--- config.mk ---
export PLATFORM = sky130hd
export DESIGN_NAME = ntc_table_temperature_lookup
export DESIGN_NICKNAME = d
export VERILOG_FILES = /design/src/rtl/ntc_pkg.sv /design/src/rtl/ntc_search.sv /design/src/rtl/ntc_table_temperature_lookup.sv
export VERILOG_INCLUDE_DIRS = /design/src /design/src/rtl
export SDC_FILE = /design/constraint.sdc
export NUM_CORES = 1
export LEC_CHECK = 0
export BUFFER_PORTS_ARGS = -buffer_cell sky130_fd_sc_hd__buf_2
export CORE_MARGIN = 4
export CORE_UTILIZATION = 25
export DETAILED_ROUTE_END_ITERATION = 7
export PLACE_DENSITY = 0.47
export SYNTH_ARGS = -nofsm -noshare
export SYNTH_HDL_FRONTEND = slang
export SYNTH_SLANG_ARGS = --single-unit
--- constraint.sdc ---
create_clock -name aclk -period 11.9 [get_ports aclk]
set_clock_uncertainty 0.05 [all_clocks]
set_input_delay 0.595 -clock aclk [delete_from_list [all_inputs] [get_ports aclk]]
set_output_delay 0.595 -clock aclk [all_outputs]
set_load 0.01 [all_outputs]
--- src/rtl/ntc_table_temperature_lookup_assert.svh ---
// Assertion macros shared by the NTC temperature lookup modules.
`ifndef NTC_TABLE_TEMPERATURE_LOOKUP_ASSERT_SVH
`define NTC_TABLE_TEMPERATURE_LOOKUP_ASSERT_SVH
`ifndef NO_ASSERTIONS
`define NTC_ASSERT_SAME(label, clk, rstn, ante, cons, msg) \
    label: assert property (@(posedge clk) disable iff (!rstn) (ante) |-> (cons)) \
        else $error(msg);
`define NTC_ASSERT_NEXT(label, clk, rstn, ante, cons, msg) \
    label: assert property (@(posedge clk) disable iff (!rstn) (ante) |=> (cons)) \
        else $error(msg);
`else
`define NTC_ASSERT_SAME(label, clk, rstn, ante, cons, msg)
`define NTC_ASSERT_NEXT(label, clk, rstn, ante, cons, msg)
`endif
`endif

--- src/rtl/ntc_pkg.sv ---
// Package with the sizes, calibration table and shared types of the NTC lookup.
`timescale 1ns / 1ps
package ntc_pkg;

    localparam int TABLE_ENTRIES  = 91;
    localparam int SAMPLE_BITS    = 12;
    localparam int ROM_BITS       = 12;
    localparam int CAL_ENTRIES    = 91;
    localparam int CAL_IDX_BITS   = 7;
    localparam int SLOT_BITS      = 8;
    localparam int WORD_BITS      = (SAMPLE_BITS > ROM_BITS) ? SAMPLE_BITS : ROM_BITS;
    localparam int CMP_BITS       = WORD_BITS + 1;
    localparam int IDX_BITS       = $clog2(TABLE_ENTRIES + 1);
    localparam int ROUNDS         = TABLE_ENTRIES / 2;
    localparam int RND_BITS       = $clog2(ROUNDS + 1);
    localparam int TOL_BITS       = 12;
    localparam int MAXT_BITS      = 7;
    localparam int TEMP_BITS      = 8;
    localparam int CFG_IDX_BITS   = 1;
    localparam int CFG_DATA_BITS  = 12;
    localparam int TEMP_CALC_BITS = ((MAXT_BITS > IDX_BITS) ? MAXT_BITS : IDX_BITS) + 2;
    localparam int TEMP_MIN       = -128;

    localparam logic [TOL_BITS-1:0]  TOL_RESET  = TOL_BITS'(10);
    localparam logic [MAXT_BITS-1:0] MAXT_RESET = MAXT_BITS'(100);

    // Configuration register indexes.
    localparam logic [CFG_IDX_BITS-1:0] CFG_MATCH_TOLERANCE = CFG_IDX_BITS'(0);
    localparam logic [CFG_IDX_BITS-1:0] CFG_MAX_TEMPERATURE = CFG_IDX_BITS'(1);

    // Ascending ADC codes from 100 degrees down to 10 degrees in one-degree steps.
    localparam logic [ROM_BITS-1:0] CAL_ROM [0:CAL_ENTRIES-1] = '{
        12'd590,  12'd604,  12'd619,  12'd634,  12'd649,  12'd665,  12'd681,
        12'd698,  12'd715,  12'd732,  12'd750,  12'd768,  12'd787,  12'd806,
        12'd825,  12'd845,  12'd866,  12'd887,  12'd908,  12'd930,  12'd953,
        12'd975,  12'd999,  12'd1023, 12'd1047, 12'd1072, 12'd1097, 12'd1123,
        12'd1150, 12'd1177, 12'd1204, 12'd1232, 12'd1261, 12'd1290, 12'd1319,
        12'd1349, 12'd1380, 12'd1411, 12'd1442, 12'd1474, 12'd1507, 12'd1540,
        12'd1573, 12'd1607, 12'd1642, 12'd1676, 12'd1712, 12'd1747, 12'd1783,
        12'd1820, 12'd1856, 12'd1893, 12'd1931, 12'd1968, 12'd2006, 12'd2044,
        12'd2083, 12'd2121, 12'd2160, 12'd2199, 12'd2238, 12'd2277, 12'd2316,
        12'd2355, 12'd2394, 12'd2434, 12'd2473, 12'd2512, 12'd2550, 12'd2589,
        12'd2627, 12'd2666, 12'd2704, 12'd2741, 12'd2779, 12'd2816, 12'd2853,
        12'd2889, 12'd2925, 12'd2960, 12'd2996, 12'd3030, 12'd3064, 12'd3098,
        12'd3131, 12'd3163, 12'd3195, 12'd3226, 12'd3257, 12'd3287, 12'd3316
    };

    // Entries past the calibrated range read as zero.
    function automatic logic [WORD_BITS-1:0] rom_value(input logic [IDX_BITS-1:0] idx);
        logic [SLOT_BITS-1:0] slot;
        logic [WORD_BITS-1:0] value;
        slot  = SLOT_BITS'(idx);
        value = '0;
        if (slot < SLOT_BITS'(CAL_ENTRIES)) begin
            value = WORD_BITS'(CAL_ROM[slot[CAL_IDX_BITS-1:0]]);
        end
        return value;
    endfunction

    localparam logic [WORD_BITS-1:0] ROM_FIRST = rom_value(IDX_BITS'(0));
    localparam logic [WORD_BITS-1:0] ROM_LAST  = rom_value(IDX_BITS'(TABLE_ENTRIES - 1));

    typedef struct packed {
        logic busy;
        logic done;
    } srch_status_t;

endpackage

--- src/rtl/ntc_search.sv ---
// Bisection search over the calibration table with a shared compare and score unit.
`timescale 1ns / 1ps
`include "ntc_table_temperature_lookup_assert.svh"
module ntc_search (
    input  logic                                aclk,
    input  logic                                aresetn,
    input  logic                                start,
    input  logic [ntc_pkg::WORD_BITS-1:0]       target,
    input  logic [ntc_pkg::TOL_BITS-1:0]        tolerance,
    output ntc_pkg::srch_status_t               status,
    output logic [ntc_pkg::IDX_BITS-1:0]        index
);

    typedef enum logic [1:0] {
        S_IDLE = 2'b01,
        S_RUN  = 2'b10
    } srch_state_t;

    srch_state_t                      state_reg, state_next;
    logic [ntc_pkg::IDX_BITS-1:0]     probe_reg, probe_next;
    logic [ntc_pkg::IDX_BITS-1:0]     low_reg, low_next;
    logic [ntc_pkg::IDX_BITS-1:0]     high_reg, high_next;
    logic [ntc_pkg::IDX_BITS-1:0]     best_reg, best_next;
    logic [ntc_pkg::CMP_BITS-1:0]     best_diff_reg, best_diff_next;
    logic [ntc_pkg::RND_BITS-1:0]     round_reg, round_next;
    logic [ntc_pkg::WORD_BITS-1:0]    target_reg, target_next;
    logic                             done_reg, done_next;
    logic [ntc_pkg::IDX_BITS-1:0]     index_reg, index_next;

    logic [ntc_pkg::WORD_BITS-1:0]    probe_val;
    logic [ntc_pkg::WORD_BITS-1:0]    diff;
    logic                             scored;
    logic                             better;
    logic [ntc_pkg::CMP_BITS-1:0]     cand_diff;
    logic [ntc_pkg::IDX_BITS-1:0]     cand_best;
    logic                             tol_hit;
    logic [ntc_pkg::IDX_BITS-1:0]     step_probe, step_low, step_high;
    logic                             fixed_point;

    // Shared unit: one table read, one difference, one score and one bound step.
    always_comb begin
        probe_val = ntc_pkg::rom_value(probe_reg);
        diff      = (probe_val > target_reg) ? (probe_val - target_reg)
                                             : (target_reg - probe_val);
        // The opening probe only seeds the best index and is not scored.
        scored    = (round_reg != '0);
        better    = scored && ({1'b0, diff} < best_diff_reg);
        cand_diff = better ? {1'b0, diff} : best_diff_reg;
        cand_best = better ? probe_reg : best_reg;
        tol_hit   = scored && (cand_diff <= ntc_pkg::CMP_BITS'(tolerance));
        if (probe_val > target_reg) begin
            step_low   = low_reg;
            step_high  = probe_reg;
            step_probe = low_reg + ((probe_reg - low_reg) >> 1);
        end else begin
            step_low   = probe_reg;
            step_high  = high_reg;
            step_probe = probe_reg + ((high_reg - probe_reg) >> 1);
        end
        fixed_point = (step_probe == probe_reg) && (step_low == low_reg)
                   && (step_high == high_reg);
    end

    always_comb begin
        state_next     = state_reg;
        probe_next     = probe_reg;
        low_next       = low_reg;
        high_next      = high_reg;
        best_next      = best_reg;
        best_diff_next = best_diff_reg;
        round_next     = round_reg;
        target_next    = target_reg;
        done_next      = 1'b0;
        index_next     = index_reg;
        case (state_reg)
            S_IDLE: begin
                if (start) begin
                    state_next     = S_RUN;
                    probe_next     = ntc_pkg::IDX_BITS'(ntc_pkg::TABLE_ENTRIES / 2);
                    best_next      = ntc_pkg::IDX_BITS'(ntc_pkg::TABLE_ENTRIES / 2);
                    low_next       = '0;
                    high_next      = ntc_pkg::IDX_BITS'(ntc_pkg::TABLE_ENTRIES);
                    best_diff_next = '1;
                    round_next     = '0;
                    target_next    = target;
                end
            end
            S_RUN: begin
                best_next      = cand_best;
                best_diff_next = cand_diff;
                if (tol_hit || (round_reg == ntc_pkg::RND_BITS'(ntc_pkg::ROUNDS))) begin
                    state_next = S_IDLE;
                    done_next  = 1'b1;
                    index_next = cand_best;
                end else if (probe_val == target_reg) begin
                    state_next = S_IDLE;
                    done_next  = 1'b1;
                    index_next = probe_reg;
                end else if (fixed_point) begin
                    // Later rounds would rescore the same probe and change nothing.
                    state_next = S_IDLE;
                    done_next  = 1'b1;
                    index_next = cand_best;
                end else begin
                    probe_next = step_probe;
                    low_next   = step_low;
                    high_next  = step_high;
                    round_next = round_reg + 1'b1;
                end
            end
            default: begin
                state_next = S_IDLE;
            end
        endcase
    end

    always_ff @(posedge aclk) begin
        if (!aresetn) begin
            state_reg <= S_IDLE;
            done_reg  <= 1'b0;
            round_reg <= '0;
        end else begin
            state_reg <= state_next;
            done_reg  <= done_next;
            round_reg <= round_next;
        end
    end

    always_ff @(posedge aclk) begin
        probe_reg     <= probe_next;
        low_reg       <= low_next;
        high_reg      <= high_next;
        best_reg      <= best_next;
        best_diff_reg <= best_diff_next;
        target_reg    <= target_next;
        index_reg     <= index_next;
    end

    assign status.busy = (state_reg == S_RUN);
    assign status.done = done_reg;
    assign index       = index_reg;

    `NTC_ASSERT_SAME(a_start_idle, aclk, aresetn, start, state_reg == S_IDLE, "search started while busy")
    `NTC_ASSERT_SAME(a_probe_in_bounds, aclk, aresetn, state_reg == S_RUN, (low_reg <= probe_reg) && (probe_reg <= high_reg), "probe outside bounds")
    `NTC_ASSERT_SAME(a_round_limit, aclk, aresetn, state_reg == S_RUN, round_reg <= ntc_pkg::RND_BITS'(ntc_pkg::ROUNDS), "round count past limit")
    `NTC_ASSERT_SAME(a_index_range, aclk, aresetn, done_reg, index_reg < ntc_pkg::IDX_BITS'(ntc_pkg::TABLE_ENTRIES), "index beyond table")

endmodule

--- src/rtl/ntc_table_temperature_lookup.sv ---
// A repeated reading goes from the idle state through the finish state to the output register;
// a fresh one first passes through the search state, where the bisection search runs to its end.
// Throughput: one request at a time; the next is taken once the result is loaded into
// the output register, and a result waits in the finish state while that register is full.
// Reset (aresetn, synchronous, active low) clears the handshake state, sets the tolerance
// to 10 and the top temperature to 100, and clears the last temperature to zero.
`timescale 1ns / 1ps
`include "ntc_table_temperature_lookup_assert.svh"
module ntc_table_temperature_lookup (
    input  logic                                   aclk,
    input  logic                                   aresetn,
    input  logic                                   cfg_wr_en,
    input  logic [ntc_pkg::CFG_IDX_BITS-1:0]       cfg_index,
    input  logic [ntc_pkg::CFG_DATA_BITS-1:0]      cfg_wdata,
    input  logic                                   s_valid,
    output logic                                   s_ready,
    input  logic                                   s_conversion_done,
    input  logic [11:0]                            s_adc_sample,
    output logic                                   m_valid,
    input  logic                                   m_ready,
    output logic signed [ntc_pkg::TEMP_BITS-1:0]   m_temperature_deg,
    output logic                                   m_fresh_value
);

    typedef enum logic [2:0] {
        ST_IDLE   = 3'b001,
        ST_SEARCH = 3'b010,
        ST_FINISH = 3'b100
    } top_state_t;

    top_state_t                          state_reg, state_next;
    logic [ntc_pkg::TOL_BITS-1:0]        tol_reg;
    logic [ntc_pkg::MAXT_BITS-1:0]       max_temp_reg;
    logic [ntc_pkg::TEMP_BITS-1:0]       last_temp_reg, last_temp_next;
    logic [ntc_pkg::TEMP_BITS-1:0]       res_temp_reg, res_temp_next;
    logic                                res_fresh_reg, res_fresh_next;
    logic                                m_valid_reg, m_valid_next;
    logic [ntc_pkg::TEMP_BITS-1:0]       m_temp_reg, m_temp_next;
    logic                                m_fresh_reg, m_fresh_next;

    logic                                in_accept;
    logic                                srch_start;
    logic [ntc_pkg::WORD_BITS-1:0]       sample;
    logic [ntc_pkg::WORD_BITS-1:0]       target;
    ntc_pkg::srch_status_t               srch_status;
    logic [ntc_pkg::IDX_BITS-1:0]        srch_index;
    logic signed [ntc_pkg::TEMP_CALC_BITS-1:0] temp_wide;
    logic [ntc_pkg::TEMP_BITS-1:0]       temp_sat;

    assign s_ready    = (state_reg == ST_IDLE);
    assign in_accept  = s_valid && s_ready;
    assign srch_start = in_accept && s_conversion_done;

    // Clamp the sample to the ends of the calibrated range.
    always_comb begin
        sample = ntc_pkg::WORD_BITS'(s_adc_sample[ntc_pkg::SAMPLE_BITS-1:0]);
        if (sample < ntc_pkg::ROM_FIRST) begin
            target = ntc_pkg::ROM_FIRST;
        end else if (sample > ntc_pkg::ROM_LAST) begin
            target = ntc_pkg::ROM_LAST;
        end else begin
            target = sample;
        end
    end

    ntc_search u_search (
        .aclk      (aclk),
        .aresetn   (aresetn),
        .start     (srch_start),
        .target    (target),
        .tolerance (tol_reg),
        .status    (srch_status),
        .index     (srch_index)
    );

    // Temperature is the top value minus the index, saturated at the negative limit.
    always_comb begin
        temp_wide = $signed(ntc_pkg::TEMP_CALC_BITS'(max_temp_reg))
                  - $signed(ntc_pkg::TEMP_CALC_BITS'(srch_index));
        if (temp_wide < ntc_pkg::TEMP_CALC_BITS'(ntc_pkg::TEMP_MIN)) begin
            temp_sat = ntc_pkg::TEMP_BITS'(ntc_pkg::TEMP_MIN);
        end else begin
            temp_sat = temp_wide[ntc_pkg::TEMP_BITS-1:0];
        end
    end

    always_comb begin
        state_next     = state_reg;
        last_temp_next = last_temp_reg;
        res_temp_next  = res_temp_reg;
        res_fresh_next = res_fresh_reg;
        m_valid_next   = m_valid_reg;
        m_temp_next    = m_temp_reg;
        m_fresh_next   = m_fresh_reg;
        if (m_valid_reg && m_ready) begin
            m_valid_next = 1'b0;
        end
        case (state_reg)
            ST_IDLE: begin
                if (in_accept) begin
                    if (s_conversion_done) begin
                        state_next = ST_SEARCH;
                    end else begin
                        state_next     = ST_FINISH;
                        res_temp_next  = last_temp_reg;
                        res_fresh_next = 1'b0;
                    end
                end
            end
            ST_SEARCH: begin
                if (srch_status.done) begin
                    state_next     = ST_FINISH;
                    res_temp_next  = temp_sat;
                    res_fresh_next = 1'b1;
                    last_temp_next = temp_sat;
                end
            end
            ST_FINISH: begin
                // The result waits here until the output register is free.
                if (!m_valid_reg || m_ready) begin
                    state_next   = ST_IDLE;
                    m_valid_next = 1'b1;
                    m_temp_next  = res_temp_reg;
                    m_fresh_next = res_fresh_reg;
                end
            end
            default: begin
                state_next = ST_IDLE;
            end
        endcase
    end

    always_ff @(posedge aclk) begin
        if (!aresetn) begin
            state_reg     <= ST_IDLE;
            m_valid_reg   <= 1'b0;
            last_temp_reg <= '0;
            tol_reg       <= ntc_pkg::TOL_RESET;
            max_temp_reg  <= ntc_pkg::MAXT_RESET;
        end else begin
            state_reg     <= state_next;
            m_valid_reg   <= m_valid_next;
            last_temp_reg <= last_temp_next;
            if (cfg_wr_en) begin
                case (cfg_index)
                    ntc_pkg::CFG_MATCH_TOLERANCE: begin
                        tol_reg <= cfg_wdata[ntc_pkg::TOL_BITS-1:0];
                    end
                    ntc_pkg::CFG_MAX_TEMPERATURE: begin
                        max_temp_reg <= cfg_wdata[ntc_pkg::MAXT_BITS-1:0];
                    end
                    default: begin
                        tol_reg <= tol_reg;
                    end
                endcase
            end
        end
    end

    always_ff @(posedge aclk) begin
        res_temp_reg  <= res_temp_next;
        res_fresh_reg <= res_fresh_next;
        m_temp_reg    <= m_temp_next;
        m_fresh_reg   <= m_fresh_next;
    end

    assign m_valid           = m_valid_reg;
    assign m_temperature_deg = $signed(m_temp_reg);
    assign m_fresh_value     = m_fresh_reg;

    `NTC_ASSERT_NEXT(a_single_request, aclk, aresetn, in_accept, !s_ready, "request taken while busy")
    `NTC_ASSERT_SAME(a_done_in_search, aclk, aresetn, srch_status.done, state_reg == ST_SEARCH, "search result outside search state")
    `NTC_ASSERT_SAME(a_busy_in_search, aclk, aresetn, srch_status.busy, state_reg == ST_SEARCH, "search running outside search state")

endmodule

==> results.md, run 1 <==
Die:
- The floorplan has 71 rows.
- The effective utilization at floorplan is 0.253.
- The total die area is 41300 um2.
- The placeable core region is 37700 um2.
- The boundary pin count is 42.
- The die is 203 um wide.
- The floorplan step set the die height to 203 um.

Drt:
- The average wire per standard cell is 15.8 um.
- The via density per instance is 4.89.
- The iteration count of the initial detailed-routing pass is 5.
- The detail route stage leaves a number of antenna-violating nets equal to 0.
- The detailed-route via count is 8217.
- For this block, the routed nets add up to 26.6 mm of wire.
- The number of DRC markers after the initial detailed-route iteration is 533.
- The total DRC errors in the routed layout is 0.

Clocking:
- The buffer count from post-CTS setup fixing is 0.
- The clock-pin slew reported for the worst setup and hold paths after clock tree synthesis is 0.06 ns.
- The number of hold buffers added after CTS was 0.
- The number of clock sinks is 118.
- The root buffer cell chosen for the clock tree is sky130_fd_sc_hd__clkbuf_16.
- The clock tree synthesis step divided the H-tree into 4 levels.
- The clock buffer count from CTS is 17.
- The number of gates given a new drive strength after cts is 0.
- TritonCTS built the clock tree.
- The clock latency on the worst-skew pair is 0.42 ns.
- The clock tree buffer depth is 2.

Pwr:
- After layout, the design draws a total of 0.00119 W.
- Power spread over the standard cell area amounts to 111 nW/um2.
- Summed over all cells, the static leakage comes to 4.30 nW.
- IR analysis of the VDD net gives a maximum drop of 0.0000776 V.

Global route:
- The initial antenna violation count is 0.
- The aggregate global-route resource usage is 0.129.
- In the global route stage, met2 resource usage came out at 0.211.
- For met1 alone, demand over resource in global routing was 0.176.
- Entering global routing, the biggest net connects 47 pins.
- Summed over all layers, the global routing overflow is 0.
- met2 is the most crowded layer.
- The number of global-route vias before repair is 7876.
- The first global-routing pass estimated 43.0 mm of wire.
- The met3 capacity usage during global routing is 0.0242.

Logic synthesis:
- After synthesis, the share of flip-flops with an asynchronous set or reset is 0.
- The mean area per synthesized cell is 8.31 um2.
- The number of nets produced by synthesis is 1272.
- The synthesized design contains 118 register bits.
- The number of enable-type register cells in the synthesized netlist is 78.
- Summed over all instances, the cell type with the most area after synthesis is sky130_fd_sc_hd__edfxtp_1.
- The share of Yosys cell area claimed by the top area cell type is 0.246.
- The count of distinct cell types in the synthesized netlist is 77.
- Ranked by total cell area, the synthesized netlist is headed by sky130_fd_sc_hd__edfxtp_1 25%, sky130_fd_sc_hd__ha_1 12%, sky130_fd_sc_hd__dfxtp_1 8.4%.
- The synthesized cell area is 9530 um2.
- For this run, the leading register cell type out of synthesis is sky130_fd_sc_hd__edfxtp_1.
- The total number of yosys warnings is 0.
- The share of the yosys chip area belonging to registers is 0.330.
- The number of cells produced by synthesis is 1146.

Critical path:
- For this run, the slowest stage of the critical path takes 0.69 ns.
- Data on the critical path arrives at its endpoint at 10.40 ns.
- Of all nets on the critical path, the largest fanout is 36.
- The worst setup path is captured at a flop.
- The slowest stage of the critical path is the sky130_fd_sc_hd__a2111oi_2 cell.
- The startpoint-to-endpoint class of the critical path is reg -> reg.
- The most numerous cell type found on the critical path is sky130_fd_sc_hd__ha_1.
- STA classifies the critical path startpoint as a flop.
- The endpoint required time on the critical path is 11.90 ns.

STA:
- The setup TNS after final layout is 0 ns.
- The number of failing setup endpoints in the final timing report is 0.
- For the finished layout, the period the worst path requires is 10.40 ns.
- The worst pin sits at a relative slew slack of 0.292.
- Static timing analysis puts the maximum clock frequency at 96.2 MHz.
- The count of pins over their slew limit is 0.
- The worst hold margin is 0.354 ns.
- The number of hold violations in the final report is 0.
- At the pin with the least slew margin, the transition time is 1.06 ns.
- Setup repair after global routing left no endpoint under its margin.
- The portion of the clock cycle consumed by the worst path in the final layout is 0.874.

Placed design:
- Routability-driven placement finished with a final weighted congestion of 0.864.
- The placed instances occupy a cell area of 10200 um2.
- In this run, placement finished with an instance count of 1648.
- The sum of net half-perimeters after detailed placement is 19.3 mm.
- In this run the tool buffered the top-level ports with 41 buffer cells.

Min path:
- The path class of the lowest-slack min-delay path is in -> reg.

Layout:
- The number of nets in the layout is 1282.
- The most frequent standard cell in the layout excluding fill and tap cells is sky130_fd_sc_hd__nand2_1.
- Counting the fill cells in the layout gives 4084.
- The number of non-filler instances in the completed layout is 1680.
- After routing the design area is 10800 um2.
- From synthesis to final layout, the design area changed by 13.5%.
- Leaving out fill and tap cells, the most frequent cells in the layout are 150 x sky130_fd_sc_hd__nand2_1, 105 x sky130_fd_sc_hd__a21oi_1, 103 x sky130_fd_sc_hd__nor2_1, 88 x sky130_fd_sc_hd__ha_1, 86 x sky130_fd_sc_hd__inv_1.
- The number of antenna repair diodes is 0.
- In the final layout, the share of cells above drive strength 1 is 0.102.
- The number of flip-flops in the largest register is 13.
- The sequential cells in the finished layout cover a total of 3140 um2.
- In the final layout, the multi-input gates occupy 5770 um2.

Flow run:
- The tool flagged a number of max-cap violations equal to 0.

Status:
- The run finished with clean final reports.
final timing paths:
kind                               from                 endpoint  slack, ns  cells after the start
setup / recovery  u_search.probe_reg[1]     u_search.high_reg[6]       1.50                     36
hold reg to reg         res_temp_reg[7]     m_temperature_deg[7]       0.37                      0
hold / removal         s_adc_sample[10]  u_search.target_reg[10]       0.35                      1
setup reg to reg  u_search.probe_reg[1]     u_search.high_reg[6]       1.50                     36
kinds of logic (layout without fill, tap and decap cells):
| group | count (synthesis) | count (layout) | synth area share |
|---|---|---|---|
| and+or+nand+nor | 389 | 389 | 0.187 |
| muxes | 24 | 24 | 0.0276 |
| xor gates and xnor gates | 52 | 52 | 0.0478 |
| adders and majority gates | 95 | 95 | 0.130 |
| buffers and inverters | 156 | 179 | 0.0646 |
| DFF | 118 | 118 | 0.330 |
| AOI/OAI and AO/OA | 312 | 312 | 0.213 |
power breakdown:
group / leakage (nW) / switching (W) / internal, W / total [W]
registers: 0.964 / 0.00000787 / 0.000449 / 0.000457
logic: 3.05 / 0.000141 / 0.0000861 / 0.000227
clock network: 0.293 / 0.000199 / 0.000312 / 0.000511
total: 4.30 / 0.000348 / 0.000847 / 0.00119
area by class of cell:
type,count,area share
Multi-Input combinational cell,872,0.534
Sequential cell,118,0.291
Timing Repair Buffer,54,0.0280
Tap cell,511,0.0592
Clock inverter,10,0.00741
Clock buffer,22,0.0479
Inverter,93,0.0323
cells in the mapped netlist, types with 11 or more instances:
| master | instances |
|---|---|
| sky130_fd_sc_hd__nand2_1 | 150 |
| sky130_fd_sc_hd__a21oi_1 | 105 |
| sky130_fd_sc_hd__nor2_1 | 103 |
| sky130_fd_sc_hd__ha_1 | 88 |
| sky130_fd_sc_hd__inv_1 | 86 |
| sky130_fd_sc_hd__edfxtp_1 | 78 |
| sky130_fd_sc_hd__o21ai_0 | 58 |
| sky130_fd_sc_hd__clkbuf_1 | 45 |
| sky130_fd_sc_hd__dfxtp_1 | 40 |
| sky130_fd_sc_hd__xnor2_1 | 31 |
| sky130_fd_sc_hd__nand3_1 | 27 |
| sky130_fd_sc_hd__o211ai_1 | 25 |
| sky130_fd_sc_hd__a211oi_1 | 24 |
| sky130_fd_sc_hd__xor2_1 | 21 |
| sky130_fd_sc_hd__nor3_1 | 19 |
| sky130_fd_sc_hd__a21o_1 | 18 |
| sky130_fd_sc_hd__nand2b_1 | 16 |
| sky130_fd_sc_hd__mux2_2 | 14 |
| sky130_fd_sc_hd__and2_1 | 12 |
| sky130_fd_sc_hd__nor2b_1 | 11 |
routing by layer:
| metal | up-vias | wire (um) |
|---|---|---|
| met4 | 0 | 348 |
| met5 | - | 0 |
| met3 | 29 | 1030 |
| met2 | 214 | 12300 |
| met1 | 3891 | 12900 |
| li1 | 4083 | - |
worst max-delay path: cells and delay by family (launching register included):
| kind | cells | cell delay, ns |
|---|---|---|
| compound gates | 16 | 3.80 |
| simple gates | 8 | 1.80 |
| buf+inv | 5 | 1.63 |
| fa+ha+maj | 4 | 1.42 |
| mux | 2 | 0.82 |
| flops | 1 | 0.32 |
| xor+xnor | 1 | 0.15 |
per-stage QoR:
step | setup slack, ns | util
floorplan | 3.23 | -
global placement | 1.72 | 0.271
detailed placement | 1.56 | 0.271
CTS | 1.49 | 0.287
global route | 0.572 | 0.287
finish | 1.50 | 0.287
Note: power is estimated with default switching activity, not from simulation.
==> inputs of run 2 (changes only) <==
--- a/config.mk
+++ b/config.mk
@@ -7,10 +7,11 @@
 export NUM_CORES = 1
 export LEC_CHECK = 0
 export BUFFER_PORTS_ARGS = -buffer_cell sky130_fd_sc_hd__buf_2
-export CORE_MARGIN = 4
+export CORE_MARGIN = 1.5
 export CORE_UTILIZATION = 25
 export DETAILED_ROUTE_END_ITERATION = 7
 export PLACE_DENSITY = 0.47
+export SLEW_MARGIN = 5
 export SYNTH_ARGS = -nofsm -noshare
 export SYNTH_HDL_FRONTEND = slang
 export SYNTH_SLANG_ARGS = --single-unit
==> run 2 against run 1 <==
Net effect:
- cell area barely moved
- sequential share of layout area barely moved
- critical endpoint is now u_search.high_reg[1]
- power barely moved
- critical path type unchanged
- largest power group unchanged
==> results.md, run 2 (synthesis gave the netlist of run 1 again) <==
STA:
- The relative max-transition margin is 0.324 (was 0.292).
- The number of failing setup endpoints in the final timing report is 0 (unchanged).
- The count of pins over their slew limit was 0 (unchanged).
- The number of hold violations in the final report came to 0 (unchanged).
- Unrepaired setup endpoints after global routing: no (unchanged).
- The highest attainable clock frequency is 96.9 MHz (was 96.2 MHz).
- The portion of the clock cycle consumed by the worst path in the final layout is 0.868 (was 0.874).
- The setup TNS after final layout is 0 ns (unchanged).
- The setup slack of the critical path after layout was 1.58 ns (was 1.50 ns).
- The worst-margin pin slew is 1.01 ns (was 1.06 ns).
- The final critical delay including setup and external delays is 10.32 ns (was 10.40 ns).

Die:
- The total die area came to 39300 um2 (was 41300 um2).
- The effective utilization at floorplan is 0.253 (about the same).
- The number of placement rows was 71 (unchanged).
- The placeable core region came to 37600 um2 (was 37700 um2).
- The boundary pin count is 42 (unchanged).
- The width of the chip is 198 um (was 203 um).
- The vertical die dimension is 198 um (was 203 um).

Global route:
- The global routing usage on met1 is 0.185 (was 0.176).
- The busiest layer in global routing is met2 (unchanged).
- The met2 track demand over resource is 0.223 (was 0.211).
- The global-route wire length before repair is 42.9 mm (was 43.0 mm).
- The total congestion overflow after global routing is 0 (unchanged).
- The initial antenna violation count came to 0 (unchanged).
- The aggregate global-route resource usage came to 0.139 (was 0.129).
- The maximum number of pins on one net before global-route repair is 55 (was 47).
- The met3 capacity usage during global routing is 0.0244 (was 0.0242).
- The number of global-route vias before repair came to 7851 (was 7876).

Critical path:
- The sort of element at the end of the critical path is a flop (unchanged).
- The slowest cell on the critical path was sky130_fd_sc_hd__edfxtp_1 (was sky130_fd_sc_hd__a2111oi_2).
- The startpoint type of the worst setup path is a flop (unchanged).
- The data arrival time of the worst path was 10.33 ns (was 10.40 ns).
- The worst-path maximum fanout is 36 (unchanged).
- The reg-to-reg critical path endpoint is u_search.high_reg[1] (was u_search.high_reg[6]).
- The startpoint of the worst register-to-register path was u_search.probe_reg[0] (was u_search.probe_reg[1]).
- The endpoint required time on the critical path came to 11.91 ns (was 11.90 ns).
- The number of buffer and inverter stages on the critical path is 5 (unchanged).
- The startpoint-to-endpoint class of the critical path was reg -> reg (unchanged).
- The most common cell type on the critical path is sky130_fd_sc_hd__ha_1 (unchanged).
- The delay of the slowest critical-path stage is 0.84 ns (was 0.69 ns).
- The setup slack on the worst flop-to-flop path is 1.58 ns (was 1.50 ns).
- The category of cells accounting for the largest share of critical-path delay was compound AO/OA/AOI/OAI gates (unchanged).
- The number of cell instances on the worst register-to-register path came to 34 (was 36).

Placed design:
- The count of input and output buffers is 41 (unchanged).
- The worst setup slack before clock tree synthesis was 1.63 ns (was 1.56 ns).
- The sum of net half-perimeters after detailed placement came to 18.9 mm (was 19.3 mm).
- The final weighted congestion in routability-driven placement is 0.878 (was 0.864).

Clocking:
- The number of gates given a new drive strength after cts is 0 (unchanged).
- The clock buffer count from CTS is 17 (unchanged).
- The number of clock sinks is 118 (unchanged).
- The number of H-tree levels is 4 (unchanged).
- The root cell of the clock tree is sky130_fd_sc_hd__clkbuf_16 (unchanged).
- The number of hold-repair buffers added at the cts stage is 0 (unchanged).
- The clock tree buffer depth is 2 (unchanged).
- The TritonCTS clock tree is yes (unchanged).
- The clock latency on the worst-skew pair is 0.42 ns (about the same).
- The buffer count from post-CTS setup fixing is 0 (unchanged).
- The clock-pin slew reported for the worst setup and hold paths after clock tree synthesis is 0.06 ns (about the same).

Drt:
- The total DRC errors in the routed layout is 0 (unchanged).
- The detailed-route via count is 8094 (was 8217).
- The count of antenna-violating nets left after detailed routing came to 0 (unchanged).
- The via density per instance came to 4.81 (was 4.89).
- The number of DRC markers after the initial detailed-route iteration is 540 (was 533).
- The sum of routed wire length over all layers came to 26.1 mm (was 26.6 mm).
- The iteration count of the initial detailed-routing pass is 5 (unchanged).
- The average wire per standard cell is 15.5 um (was 15.8 um).

Min path:
- The end of the worst hold path is u_search.target_reg[10] (unchanged).
- The path class of the lowest-slack min-delay path is in -> reg (unchanged).
- The startpoint of the lowest-slack hold path is s_adc_sample[10] (unchanged).
- The worst hold path cell count came to 1 (unchanged).

Pwr:
- The worst supply voltage drop on vdd was 0.0000892 V (was 0.0000776 V).
- The total power divided by cell area was 111 nW/um2 (about the same).
- The static leakage is 4.30 nW (about the same).
- The total power was 0.00120 W (was 0.00119 W).

Layout:
- The most frequent standard cell in the layout excluding fill and tap cells is sky130_fd_sc_hd__nand2_1 (unchanged).
- The number of flip-flops in the largest register is 13 (unchanged).
- The synthesis-to-finish area growth was 13.4% (was 13.5%).
- The number of antenna repair diodes was 0 (unchanged).
- The fraction of final layout cells sized beyond drive strength 1 is 0.102 (about the same).
- The fill cell total of the finished layout is 3982 (was 4084).
- Commonest cells after routing, fill and taps aside: 150 x sky130_fd_sc_hd__nand2_1, 105 x sky130_fd_sc_hd__a21oi_1, 103 x sky130_fd_sc_hd__nor2_1, 88 x sky130_fd_sc_hd__ha_1, 86 x sky130_fd_sc_hd__inv_1 (unchanged).
- The number of nets in the layout came to 1283 (was 1282).

Status:
- Run status: complete, no violations (unchanged).

Flow run:
- The number of violations of the max-capacitance limit is 0 (unchanged).
## run 2: worst max path at each step
stage | startpoint | endpoint | slack (ns) | cells past startpoint
5_1_grt | u_search.probe_reg[0] | u_search.high_reg[5] | 0.84 | 36
3_5_place_dp | u_search.probe_reg[1] | u_search.high_reg[1] | 1.63 | 36
4_1_cts | u_search.probe_reg[1] | u_search.high_reg[1] | 1.56 | 36
6_report | u_search.probe_reg[0] | u_search.high_reg[1] | 1.58 | 34
3_3_place_gp | u_search.probe_reg[0] | u_search.high_reg[1] | 1.67 | 34
2_1_floorplan | u_search.probe_reg[0] | u_search.high_reg[0] | 3.23 | 38
## run 2: area by class of cell
class,instances,area [um2],share of cell area
clock buffer,22,497,0.0460
clock inverter,10,92.6,0.00857
inverter,93,349,0.0323
multi-input combinational,872,5770,0.534
sequential,118,3140,0.291
tap,511,639,0.0592
timing repair buffer,55,310,0.0287
## run 2: layer usage
| metal | routed length (um) | vias to the layer above |
|---|---|---|
| li1 | - | 4088 |
| met2 | 11800 | 197 |
| met4 | 671 | 0 |
| met5 | 0 | - |
| met1 | 12500 | 3769 |
| met3 | 1050 | 40 |
## run 2: where the power goes
| part | total, W | switching, W | leakage (nW) | internal, W |
|---|---|---|---|---|
| combinational | 0.000227 | 0.000141 | 3.05 | 0.0000869 |
| sequential | 0.000456 | 0.00000719 | 0.964 | 0.000449 |
| clock | 0.000512 | 0.000194 | 0.287 | 0.000318 |
| total | 0.00120 | 0.000342 | 4.30 | 0.000854 |
## run 2: per-stage QoR
| stage | std cells | hold slack, ns | cell area (um2) | utilization |
|---|---|---|---|---|
| after floorplan | 1146 | 0.350 | 9530 | - |
| after global placement | 1649 | 0.351 | 10200 | 0.272 |
| after detailed placement | 1649 | 0.356 | 10200 | 0.272 |
| after CTS | 1681 | 0.343 | 10800 | 0.288 |
| after global routing | 1681 | 0.338 | 10800 | 0.288 |
| final | 1681 | 0.357 | 10800 | 0.288 |
